### config.mk
export PLATFORM = sky130hd
export DESIGN_NAME = bqef_ram
export DESIGN_NICKNAME = d
export VERILOG_FILES = /design/src/design/bqef_ram.sv
export SDC_FILE = /design/constraint.sdc
export NUM_CORES = 1
export LEC_CHECK = 0
export ABC_AREA = 1
export BUFFER_PORTS_ARGS = -buffer_cell sky130_fd_sc_hd__buf_2
export CAP_MARGIN = 20
export CORE_ASPECT_RATIO = 0.7
export CORE_MARGIN = 5
export CORE_UTILIZATION = 40
export DETAILED_ROUTE_END_ITERATION = 8
export PLACE_DENSITY_LB_ADDON = 0.08
export REMOVE_ABC_BUFFERS = 1
export SETUP_SLACK_MARGIN = 0.02
export SLEW_MARGIN = 20
export SYNTH_ARGS = -nofsm -noshare
export SYNTH_HDL_FRONTEND = slang
export SYNTH_SLANG_ARGS = --single-unit
### constraint.sdc
create_clock -name clk -period 2.5 [get_ports clk]
set_input_delay 0.5 -clock clk [delete_from_list [all_inputs] [get_ports clk]]
set_output_delay 0.5 -clock clk [all_outputs]
set_load 0.1 [all_outputs]
### src/design/bqef_ram.sv
// Generic single-port-write, single-port-read RAM with registered read data.
// Depends on nothing.
`default_nettype none

module bqef_ram #(
  parameter int WIDTH = 32,
  parameter int DEPTH = 16
) (
  input  logic                                       clk,
  input  logic                                       we,
  input  logic [((DEPTH > 1) ? $clog2(DEPTH) : 1)-1:0] waddr,
  input  logic [WIDTH-1:0]                           wdata,
  input  logic [((DEPTH > 1) ? $clog2(DEPTH) : 1)-1:0] raddr,
  output logic [WIDTH-1:0]                           rdata
);

  logic [WIDTH-1:0] mem [DEPTH];

  always_ff @(posedge clk) begin
    if (we) begin
      mem[waddr] <= wdata;
    end
    rdata <= mem[raddr];
  end

endmodule

`default_nettype wire

; Word-level counts from Yosys, hierarchy flattened
; Memory sizes are Yosys's and may differ from the RTL's. A register that Yosys moved wholly into a read port is not among the register bits.
; Index checks and enable logic that the tools add are counted.
[op_classes]
muxes = 2
[op_table]
columns = op, count
row1 = two-way mux 1 bit, 2
[word_totals]
reg_bits = 0
ramBits = 512
inputBits = 42
output_inout_bits = 32
elab_cells = 3
mem_count = 1
[memory_table]
columns = memory, depth, width, rd, rd_clocked_by_memory_dff, wr, line_no
row1 = mem, 16, 32, 1, 1, 1, 17  ; logic [WIDTH-1:0] mem [DEPTH];

; Logic depth before layout (Yosys ltp)
; Gate-level depths: netlist (run 1).
[logic_depth]
ltp_word = 2
depth_mapped = 10
depth_no_buf = 7

; Least setup slack after synthesis (run 1)
; OpenSTA, ideal clock, no wires.
[synth_path]
kind = input to register
from = input port waddr[2] in the netlist's numbering
to = memory mem[10][0] (enable)
setup_ns = 0.421
arrival_ns = 2.072
required_time_ns = 2.079
setup_slack_ns = 0.007
path_stages = 2
n_path_buf = 0
cell_sequence = nand3b_1 > nor2_1
[synth_lines]
columns = item, line_no
row1 = "start, declared", 11  ; input logic [((DEPTH > 1) ? $clog2(DEPTH) : 1)-1:0] waddr,
row2 = "end, declared", 17
; Straight into the memory's write port.

; Worst setup path in the final report (run 1)
[layout_path]
from = register rdata[1], read port of mem
to = output port rdata[1]
[layout_lines]
columns = item, line_no
row1 = "start, declared", 14  ; output logic [WIDTH-1:0] rdata
; No word-level cell between the ends.

==> results of run 1 <==
cells in the mapped netlist:
library cell / instances / area [um2]
sky130_fd_sc_hd__buf_4: 6 / 45.04
sky130_fd_sc_hd__dfxtp_1: 32 / 640.6
sky130_fd_sc_hd__buf_12: 1 / 20.02
sky130_fd_sc_hd__buf_2: 41 / 205.2
sky130_fd_sc_hd__nor2_1: 17 / 63.81
sky130_fd_sc_hd__clkbuf_1: 14 / 52.55
sky130_fd_sc_hd__buf_6: 29 / 326.6
sky130_fd_sc_hd__nand3_1: 385 / 1927
sky130_fd_sc_hd__inv_2: 1 / 3.750
sky130_fd_sc_hd__edfxtp_1: 512 / 15370
sky130_fd_sc_hd__nand2_1: 677 / 2541
sky130_fd_sc_hd__inv_4: 1 / 6.260
sky130_fd_sc_hd__nand3b_1: 2 / 15.01
sky130_fd_sc_hd__buf_1: 14 / 52.55
sky130_fd_sc_hd__inv_1: 388 / 1456
power groups by stage:
stage | sequential [uW] | clock, uW | combinational, uW
after detailed placement | 10400 | 0 | 1690
after CTS | 10300 | 8260 | 1690
after global routing | 10300 | 8630 | 1820
after floorplan | 10900 | 0 | 534
after global placement | 10400 | 0 | 1690
final | 10200 | 8030 | 1670
path summary, 6_finish.rpt:
path	startpoint	slack, ns	end	depth (start not counted)
worst min-delay path	wdata[11]	0.28	mem[2][11]$_DFFE_PP_	1
worst max-delay path	rdata[1]$_DFF_P_	0.53	rdata[1]	1
worst max register to register	mem[13][23]$_DFFE_PP_	1.44	rdata[23]$_DFF_P_	6
worst min register to register	mem[10][1]$_DFFE_PP_	0.65	rdata[1]$_DFF_P_	6
sequential cells by signal, indices dropped and copies added (netlist names):
| name | cells |
|---|---|
| mem | 512 |
| rdata | 32 |
metal layers:
layer / share of wire (%) / wire length (um)
met4: 1.3 / 756
met1: 48 / 28050
met3: 4.5 / 2611
met2: 46 / 26900
met5: 0 / 0
worst register-to-register path: cells and delay by family (launching register included):
family / cells / cell delay [ns]
simple gates: 5 / 0.52
flops: 1 / 0.36
buf+inv: 1 / 0.06
logic make-up (layout without fill, tap and decap cells):
kind of cell	after synthesis	in the layout
buf+inv	495	611
flops	544	544
simple gates	1081	1081
per-stage QoR:
stage | setup WS [ns] | instance area, um2 | total power [uW] | util, % | setup TNS [ns]
4_1_cts | 0.4776 | 25950 | 20200 | 45.90 | 0
5_1_grt | 0.4923 | 25950 | 20710 | 45.90 | 0
3_3_place_gp | 0.5363 | 24220 | 12130 | 42.84 | 0
6_report | 0.5339 | 25950 | 19940 | 45.90 | 0
2_1_floorplan | -0.3390 | 22030 | 11410 | - | -10.81
3_5_place_dp | 0.5333 | 24220 | 12130 | 42.84 | 0
final cells by class:
type / count / share of cell area [%]
flip-flops and latches: 544 / 61.71
repair buffers: 119 / 4.334
clock buffers: 78 / 5.829
inverters: 390 / 5.680
clock inverters: 24 / 0.8437
well taps: 750 / 3.616
multi-input cells: 1081 / 17.98
==> report_table.html, run 1 <==
<table>
<tr><th>Metric</th><th>Value</th></tr>
<tr><th colspan="2">Pwr</th></tr>
<tr><td>Switching power of the nets</td><td>4773 uW</td></tr>
<tr><td>Total power density per cell area</td><td>768.5 mW/mm2</td></tr>
<tr><td>Switching share of total power</td><td>23.93%</td></tr>
<tr><td>Leakage dissipation</td><td>0.01096 uW</td></tr>
<tr><td>Largest voltage drop on the vdd net</td><td>480.2 uV</td></tr>
<tr><td>Internal portion of total power</td><td>15170 uW</td></tr>
<tr><td>Sequential share of power</td><td>51.4%</td></tr>
<tr><td>Combinational fraction of design power</td><td>8.4%</td></tr>
<tr><td>Clock Power Share</td><td>40.2%</td></tr>
<tr><th colspan="2">Timing</th></tr>
<tr><td>Clock Skews</td><td>0.01490 ns</td></tr>
<tr><td>Max-slew headroom at the worst pin</td><td>62.94%</td></tr>
<tr><td>Share of the cycle needed by the critical path after routing</td><td>78.64%</td></tr>
<tr><td>Pin slew with the least headroom to its limit</td><td>0.5559 ns</td></tr>
<tr><td>Final setup viols</td><td>0</td></tr>
<tr><td>Smallest hold slack</td><td>0.2826 ns</td></tr>
<tr><td>Max Fclk</td><td>508.6 MHz</td></tr>
<tr><td>Unrepaired setup endpoints after global routing</td><td>false</td></tr>
<tr><td>Hold Vio Cnt, Final</td><td>0</td></tr>
<tr><td>Final number of max-transition violations</td><td>0</td></tr>
<tr><td>Final critical path time including I/O delays and setup</td><td>1.966 ns</td></tr>
<tr><th colspan="2">Critical path</th></tr>
<tr><td>Arrival time of data at the critical path endpoint</td><td>1.47 ns</td></tr>
<tr><td>Buf/Inv on CP</td><td>1</td></tr>
<tr><td>Slowest cell on the critical path</td><td>sky130_fd_sc_hd__buf_2</td></tr>
<tr><td>Type of origin of the critical path</td><td>flop</td></tr>
<tr><td>Cells along the critical path</td><td>buf_2</td></tr>
<tr><td>Worst path required time</td><td>2.00 ns</td></tr>
<tr><td>Worst path max stage delay</td><td>0.46 ns</td></tr>
<tr><td>Crit Path Category</td><td>flop to output pin</td></tr>
<tr><td>Critical Path Fanout Max</td><td>1</td></tr>
<tr><td>Cell family contributing the most delay on the critical path</td><td>buffers and inverters</td></tr>
<tr><td>CP endpoint kind</td><td>output pin</td></tr>
<tr><th colspan="2">Floorplan</th></tr>
<tr><td>Number of ports placed on the die boundary</td><td>74</td></tr>
<tr><td>Count of standard-cell rows</td><td>73</td></tr>
<tr><td>Die footprint</td><td>0.06177 mm2</td></tr>
<tr><td>Initial standard-cell utilization of the core</td><td>40.20%</td></tr>
<tr><td>Die width</td><td>294.9 um</td></tr>
<tr><td>Vertical die dimension</td><td>209.4 um</td></tr>
<tr><td>Core region area</td><td>0.05654 mm2</td></tr>
<tr><th colspan="2">Global routing</th></tr>
<tr><td>Most heavily used metal layer in global routing</td><td>met2</td></tr>
<tr><td>Number of global-route vias before repair</td><td>14110</td></tr>
<tr><td>Number of antenna violations at the first check in global routing</td><td>0</td></tr>
<tr><td>GR Util met1</td><td>27.78%</td></tr>
<tr><td>Pin count of the biggest net entering global routing</td><td>97</td></tr>
<tr><td>Overall routing resource usage</td><td>18.87%</td></tr>
<tr><td>Overall overflow remaining after global route</td><td>0</td></tr>
<tr><td>Wire length of the first global-routing pass</td><td>89.15 mm</td></tr>
<tr><td>GR Layer Usage met3</td><td>3.015%</td></tr>
<tr><td>Global routing met2 resource utilization</td><td>30.15%</td></tr>
<tr><th colspan="2">Yosys</th></tr>
<tr><td>Share of synthesized cell area in full adder, half adder and majority cells</td><td>0%</td></tr>
<tr><td>Fraction of the mapped netlist area in compound gates</td><td>0%</td></tr>
<tr><td>Distinct cells, synth</td><td>15</td></tr>
<tr><td>Flops &amp; latches, synth</td><td>544</td></tr>
<tr><td>Instance count of the mapped netlist</td><td>2120</td></tr>
<tr><td>Share of cell area taken by muxes after synthesis</td><td>0%</td></tr>
<tr><td>Syn_area_per_cell</td><td>10.72 um2</td></tr>
<tr><td>Ys Warns</td><td>0</td></tr>
<tr><td>Mapped Area</td><td>0.02273 mm2</td></tr>
<tr><td>Dominant combinational cell family by area after synthesis</td><td>simple AND/OR/NAND/NOR gates</td></tr>
<tr><td>Post-synthesis sequential area ratio</td><td>70.46%</td></tr>
<tr><td>Share of the synthesized netlist area taken by xor and xnor gates</td><td>0%</td></tr>
<tr><td>Simple-gate portion of the synthesized area</td><td>20.00%</td></tr>
<tr><th colspan="2">Placement</th></tr>
<tr><td>Number of input and output port buffers inserted</td><td>73</td></tr>
<tr><td>Placed insts</td><td>2884</td></tr>
<tr><td>Routability cong.</td><td>0.7424</td></tr>
<tr><td>Post-DP HPWL</td><td>30.91 mm</td></tr>
<tr><th colspan="2">Finish</th></tr>
<tr><td>Layout Nets</td><td>2233</td></tr>
<tr><td>Non-filler cells in the finished layout</td><td>2986</td></tr>
<tr><td>Area occupied by multi-input gates</td><td>0.004667 mm2</td></tr>
<tr><td>Leading cell types in the layout, fill and taps excluded</td><td>677 x sky130_fd_sc_hd__nand2_1, 512 x sky130_fd_sc_hd__edfxtp_1, 386 x sky130_fd_sc_hd__inv_1</td></tr>
<tr><td>Count of filler cells inserted in the layout</td><td>5292</td></tr>
<tr><td>Number of diodes added for antenna fixing</td><td>0</td></tr>
<tr><td>Leading cell type in the layout, fill and taps excluded</td><td>sky130_fd_sc_hd__nand2_1</td></tr>
<tr><td>Register area</td><td>0.01602 mm2</td></tr>
<tr><td>Share of layout cells above drive strength 1</td><td>9.526%</td></tr>
<tr><td>Area growth syn-to-layout</td><td>14.17%</td></tr>
<tr><th colspan="2">Route</th></tr>
<tr><td>Number of antenna-violating nets in the routed design</td><td>0</td></tr>
<tr><td>DR DRC count</td><td>0</td></tr>
<tr><td>First DRT Iteration DRCs</td><td>1087</td></tr>
<tr><td>Detailed Route WL</td><td>58.31 mm</td></tr>
<tr><td>Vias per inst</td><td>4.770</td></tr>
<tr><td>First-pass DRT Iterations</td><td>6</td></tr>
<tr><td>Routed length per placed instance</td><td>19.53 um</td></tr>
<tr><td>Number of vias in the routed layout</td><td>14240</td></tr>
<tr><th colspan="2">Clock network</th></tr>
<tr><td>Insertion delay to the later sink of the worst-skew pair</td><td>0.61 ns</td></tr>
<tr><td>Clock-pin slew on the worst setup and hold paths</td><td>0.06 ns</td></tr>
<tr><td>H-tree Lvls</td><td>2</td></tr>
<tr><td>Post-CTS sizing</td><td>0</td></tr>
<tr><td>CTS buffer count</td><td>55</td></tr>
<tr><td>CTS Sinks</td><td>544</td></tr>
<tr><td>CTS tree</td><td>yes</td></tr>
<tr><td>Buffer levels on the longest clock path</td><td>3</td></tr>
<tr><td>Setup repair bufs after CTS</td><td>0</td></tr>
<tr><td>Root buffer cell</td><td>sky130_fd_sc_hd__clkbuf_16</td></tr>
<tr><td>Total of hold buffers inserted after clock tree synthesis</td><td>0</td></tr>
<tr><th colspan="2">Status</th></tr>
<tr><td>Status</td><td>completed</td></tr>
<tr><th colspan="2">Min path</th></tr>
<tr><td>Hold crit path type</td><td>primary input to flop</td></tr>
<tr><th colspan="2">Run</th></tr>
<tr><td>Max Cap Violations</td><td>0</td></tr>
</table>
Power figures use the tool's default switching activity.
==> inputs of run 2 (changes only) <==
Settings changed: ABC_AREA 1 to 0.
Clock period 2.5 ns to 1.9 ns, I/O delays scaled along.
==> report_table.html, run 2 <==
<table>
<tr><th>Metric</th><th>Value</th></tr>
<tr><th colspan="2">Finish</th></tr>
<tr><td>Final cell utilization of the core</td><td>48.00% (+2.1 points)</td></tr>
<tr><td>Register area</td><td>0.01602 mm2 (unchanged)</td></tr>
<tr><td>Area growth syn-to-layout</td><td>18.90%</td></tr>
<tr><td>Layout Nets</td><td>1032 (-54%)</td></tr>
<tr><td>Count of filler cells inserted in the layout</td><td>4038 (-24%)</td></tr>
<tr><td>Share of layout cells above drive strength 1</td><td>35.95% (+26 points)</td></tr>
<tr><td>Registers with the most flip-flops</td><td>mem: 512 flops, rdata: 32 flops</td></tr>
<tr><td>Largest reg by FF count</td><td>mem</td></tr>
<tr><td>Number of flip-flops in the largest register</td><td>512 (unchanged)</td></tr>
<tr><td>Leading cell types in the layout, fill and taps excluded</td><td>512 x sky130_fd_sc_hd__edfxtp_1, 128 x sky130_fd_sc_hd__mux4_2, 70 x sky130_fd_sc_hd__buf_2</td></tr>
<tr><td>Number of diodes added for antenna fixing</td><td>0 (unchanged)</td></tr>
<tr><td>Leading cell type in the layout, fill and taps excluded</td><td>sky130_fd_sc_hd__edfxtp_1</td></tr>
<tr><td>Area occupied by multi-input gates</td><td>0.003750 mm2 (-20%)</td></tr>
<tr><th colspan="2">Status</th></tr>
<tr><td>Status</td><td>completed</td></tr>
<tr><th colspan="2">Timing</th></tr>
<tr><td>Final worst setup slack</td><td>0.1020 ns (-0.4319 ns)</td></tr>
<tr><td>Final critical path time including I/O delays and setup</td><td>1.798 ns</td></tr>
<tr><td>Hold Vio Cnt, Final</td><td>0 (unchanged)</td></tr>
<tr><td>Max Fclk</td><td>556.2 MHz</td></tr>
<tr><td>Max-slew headroom at the worst pin</td><td>66.47% (+3.5 points)</td></tr>
<tr><td>Final number of max-transition violations</td><td>0 (unchanged)</td></tr>
<tr><td>Pin slew with the least headroom to its limit</td><td>0.5064 ns (-0.04951 ns)</td></tr>
<tr><td>Clock Skews</td><td>0.01083 ns (-0.004073 ns)</td></tr>
<tr><td>Share of the cycle needed by the critical path after routing</td><td>94.63%</td></tr>
<tr><td>Unrepaired setup endpoints after global routing</td><td>false</td></tr>
<tr><td>Final setup TNS</td><td>0 ns (unchanged)</td></tr>
<tr><td>Final setup viols</td><td>0 (unchanged)</td></tr>
<tr><th colspan="2">Route</th></tr>
<tr><td>Routed length per placed instance</td><td>27.41 um (+40%)</td></tr>
<tr><td>Vias per inst</td><td>5.381 (+13%)</td></tr>
<tr><td>Detailed Route WL</td><td>46.52 mm (-20%)</td></tr>
<tr><td>Number of vias in the routed layout</td><td>9131 (-36%)</td></tr>
<tr><td>First DRT Iteration DRCs</td><td>702 (-35%)</td></tr>
<tr><td>First-pass DRT Iterations</td><td>5 (-1)</td></tr>
<tr><td>Number of antenna-violating nets in the routed design</td><td>0 (unchanged)</td></tr>
<tr><td>DR DRC count</td><td>0 (unchanged)</td></tr>
<tr><th colspan="2">Critical path</th></tr>
<tr><td>Crit Path Category</td><td>flop to output pin</td></tr>
<tr><td>Count of cells along the worst register-to-register path</td><td>3 (-3)</td></tr>
<tr><td>CP endpoint kind</td><td>output pin</td></tr>
<tr><td>Worst path max stage delay</td><td>0.45 ns (about the same)</td></tr>
<tr><td>Worst path required time</td><td>1.52 ns (-0.48 ns)</td></tr>
<tr><td>Register-to-Register Setup Slack</td><td>0.56 ns (-0.88 ns)</td></tr>
<tr><td>RR Endpoint</td><td>rdata[16]$_DFF_P_</td></tr>
<tr><td>Cell family contributing the most delay on the critical path</td><td>buffers and inverters</td></tr>
<tr><td>R2r startpoint</td><td>mem[8][16]$_DFFE_PP_</td></tr>
<tr><td>Arrival time of data at the critical path endpoint</td><td>1.42 ns (-0.05 ns)</td></tr>
<tr><td>Buf/Inv on CP</td><td>1 (unchanged)</td></tr>
<tr><td>Cells along the critical path</td><td>buf_2</td></tr>
<tr><td>Critical Path Fanout Max</td><td>1 (unchanged)</td></tr>
<tr><td>Slowest cell on the critical path</td><td>sky130_fd_sc_hd__buf_2</td></tr>
<tr><td>Type of origin of the critical path</td><td>flop</td></tr>
<tr><th colspan="2">Yosys</th></tr>
<tr><td>Share of flip-flops with an asynchronous set or reset</td><td>0% (unchanged)</td></tr>
<tr><td>Instance count of the mapped netlist</td><td>838 (-60%)</td></tr>
<tr><td>Flops &amp; latches, synth</td><td>544 (unchanged)</td></tr>
<tr><td>Proportion of netlist area held by the largest area contributor</td><td>77.44% (+9.8 points)</td></tr>
<tr><td>Largest area contributor in the synthesized netlist</td><td>sky130_fd_sc_hd__edfxtp_1</td></tr>
<tr><td>Most used standard cell by instance count after synthesis</td><td>sky130_fd_sc_hd__edfxtp_1</td></tr>
<tr><td>Syn_area_per_cell</td><td>23.69 um2 (+120%)</td></tr>
<tr><td>Leading cell types by count after synthesis</td><td>512 x sky130_fd_sc_hd__edfxtp_1, 128 x sky130_fd_sc_hd__mux4_2, 64 x sky130_fd_sc_hd__a22oi_1</td></tr>
<tr><td>Number of enable flip-flop cells after synthesis</td><td>512 (unchanged)</td></tr>
<tr><td>Flip-flop cell with the highest count after synthesis</td><td>sky130_fd_sc_hd__edfxtp_1</td></tr>
<tr><td>Mapped Area</td><td>0.01985 mm2 (-13%)</td></tr>
<tr><td>Synth area leaders</td><td>sky130_fd_sc_hd__edfxtp_1 77%, sky130_fd_sc_hd__mux4_2 15%, sky130_fd_sc_hd__dfxtp_1 3.2%</td></tr>
<tr><td>Ys Warns</td><td>0 (unchanged)</td></tr>
<tr><td>Post-synthesis sequential area ratio</td><td>80.67% (+10 points)</td></tr>
<tr><td>Distinct cells, synth</td><td>18 (+3)</td></tr>
<tr><th colspan="2">Pwr</th></tr>
<tr><td>Sequential share of power</td><td>52.4% (+1.0 points)</td></tr>
<tr><td>Leakage dissipation</td><td>0.007632 uW (-30%)</td></tr>
<tr><td>Final total power</td><td>25770 uW (+29%)</td></tr>
<tr><td>Internal portion of total power</td><td>20070 uW (+32%)</td></tr>
<tr><td>Largest voltage drop on the vdd net</td><td>677.1 uV (+41%)</td></tr>
<tr><td>Switching power of the nets</td><td>5695 uW (+19%)</td></tr>
<tr><td>Total power density per cell area</td><td>1092 mW/mm2 (+42%)</td></tr>
<tr><td>Clock Power Share</td><td>40.4% (+0.2 points)</td></tr>
<tr><td>Switching share of total power</td><td>22.10% (-1.8 points)</td></tr>
<tr><td>Combinational fraction of design power</td><td>7.3% (-1.1 points)</td></tr>
<tr><th colspan="2">Run</th></tr>
<tr><td>Max Cap Violations</td><td>0 (unchanged)</td></tr>
<tr><th colspan="2">Floorplan</th></tr>
<tr><td>Die footprint</td><td>0.05426 mm2 (-12%)</td></tr>
<tr><td>Die width</td><td>276.3 um (-6.3%)</td></tr>
<tr><td>Core region area</td><td>0.04918 mm2 (-13%)</td></tr>
<tr><td>Vertical die dimension</td><td>196.4 um (-6.2%)</td></tr>
<tr><td>Count of standard-cell rows</td><td>68 (-6.8%)</td></tr>
<tr><td>Number of ports placed on the die boundary</td><td>74 (unchanged)</td></tr>
<tr><td>Initial standard-cell utilization of the core</td><td>40.37% (+0.17 points)</td></tr>
<tr><th colspan="2">Global routing</th></tr>
<tr><td>Number of global-route vias before repair</td><td>9916 (-30%)</td></tr>
<tr><td>Wire length of the first global-routing pass</td><td>67.72 mm (-24%)</td></tr>
<tr><td>Overall overflow remaining after global route</td><td>0 (unchanged)</td></tr>
<tr><td>Number of antenna violations at the first check in global routing</td><td>4 (+4)</td></tr>
<tr><td>Overall routing resource usage</td><td>17.09% (-1.8 points)</td></tr>
<tr><td>Pin count of the biggest net entering global routing</td><td>46 (-53%)</td></tr>
<tr><th colspan="2">Min path</th></tr>
<tr><td>End point of the most critical hold path</td><td>mem[12][1]$_DFFE_PP_</td></tr>
<tr><td>Hold crit path type</td><td>primary input to flop</td></tr>
<tr><td>Number of instances on the worst hold path</td><td>1 (unchanged)</td></tr>
<tr><td>Min-delay src</td><td>wdata[1]</td></tr>
<tr><th colspan="2">Placement</th></tr>
<tr><td>Worst setup slack before clock tree synthesis</td><td>-0.06983 ns (-0.6031 ns)</td></tr>
<tr><td>Post-DP HPWL</td><td>24.95 mm (-19%)</td></tr>
<tr><td>Routability cong.</td><td>0.7013 (-5.5%)</td></tr>
<tr><td>Number of input and output port buffers inserted</td><td>73 (unchanged)</td></tr>
<tr><th colspan="2">Clock network</th></tr>
<tr><td>H-tree Lvls</td><td>2 (unchanged)</td></tr>
<tr><td>Root buffer cell</td><td>sky130_fd_sc_hd__clkbuf_16</td></tr>
<tr><td>Clock-pin slew on the worst setup and hold paths</td><td>0.06 ns (about the same)</td></tr>
<tr><td>Insertion delay to the later sink of the worst-skew pair</td><td>0.60 ns (about the same)</td></tr>
<tr><td>Buffer levels on the longest clock path</td><td>3 (unchanged)</td></tr>
<tr><td>CTS buffer count</td><td>52 (-5.5%)</td></tr>
<tr><td>CTS tree</td><td>yes</td></tr>
<tr><td>CTS Sinks</td><td>544 (unchanged)</td></tr>
</table>
-- run 2: cell count changes in the layout (fill, tap and decap cells not counted), sizes merged, moves of 22 or more --
cell   before  now
buf       118  140
mux4        0  128
a22oi       0   64
nand3     385    1
inv       393    2
nand2     677   33
-- run 2: logic make-up (layout without fill, tap and decap cells) --
logic type | Yosys count | after routing | share of synthesized area (%)
AOI/OAI and AO/OA | 64 | 64 | 2.420
buffers and inverters | 43 | 237 | 1.122
DFF | 544 | 544 | 80.67
muxes | 128 | 128 | 14.52
and+or+nand+nor | 59 | 59 | 1.273
-- run 2: area by class of cell --
class / count / share of cell area (%)
Clock buffer: 75 / 6.435
Multi-Input combinational cell: 251 / 15.88
Sequential cell: 544 / 67.84
Clock inverter: 21 / 0.9010
Timing Repair Buffer: 141 / 5.412
Tap cell: 665 / 3.525
-- run 2: through the flow --
| step | hold WS (ns) | instances | area [um2] |
|---|---|---|---|
| after floorplan | 0.4789 | 795 | 19630 |
| after global placement | 0.6516 | 1601 | 21870 |
| final | 0.1483 | 1697 | 23610 |
| after detailed placement | 0.6603 | 1601 | 21870 |
| after CTS | 0.1056 | 1697 | 23610 |
| after global routing | 0.1204 | 1697 | 23610 |
-- run 2: routing by layer --
metal / up-vias / part of all wire [%] / global-route usage (%)
met5: - / 0.088 / 0
met4: 6 / 1.7 / 3.956
met3: 66 / 5.2 / 3.529
met2: 218 / 48 / 27.55
met1: 4948 / 45 / 24.50
li1: 3893 / - / -
-- run 2: worst max-delay path by stage --
stage,endpoint,cells past startpoint,from,slack [ns]
6_report,rdata[25],1,rdata[25]$_DFF_P_,0.10
3_5_place_dp,rdata[16]$_DFF_P_,6,raddr[0],-0.07
4_1_cts,rdata[25],1,rdata[25]$_DFF_P_,0.04
2_1_floorplan,mem[0][0]$_DFFE_PP_,2,waddr[2],-1.66
3_3_place_gp,rdata[16]$_DFF_P_,6,raddr[0],-0.07
5_1_grt,rdata[25],1,rdata[25]$_DFF_P_,0.02
-- run 2: power groups by stage --
stage                     sequential [uW]  clock (uW)  combinational, uW
final                               13500       10400               1880
after global routing                13500       11200               1980
after CTS                           13500       10700               1910
after detailed placement            13700           0               1910
after global placement              13700           0               1880
after floorplan                     14300           0                516
-- run 2: repair_timing --
action	in CTS	in global routing
setup buffers	0	0
endpoints found under the setup margin	1	0
hold buffers	0	0
resized for setup	1	0
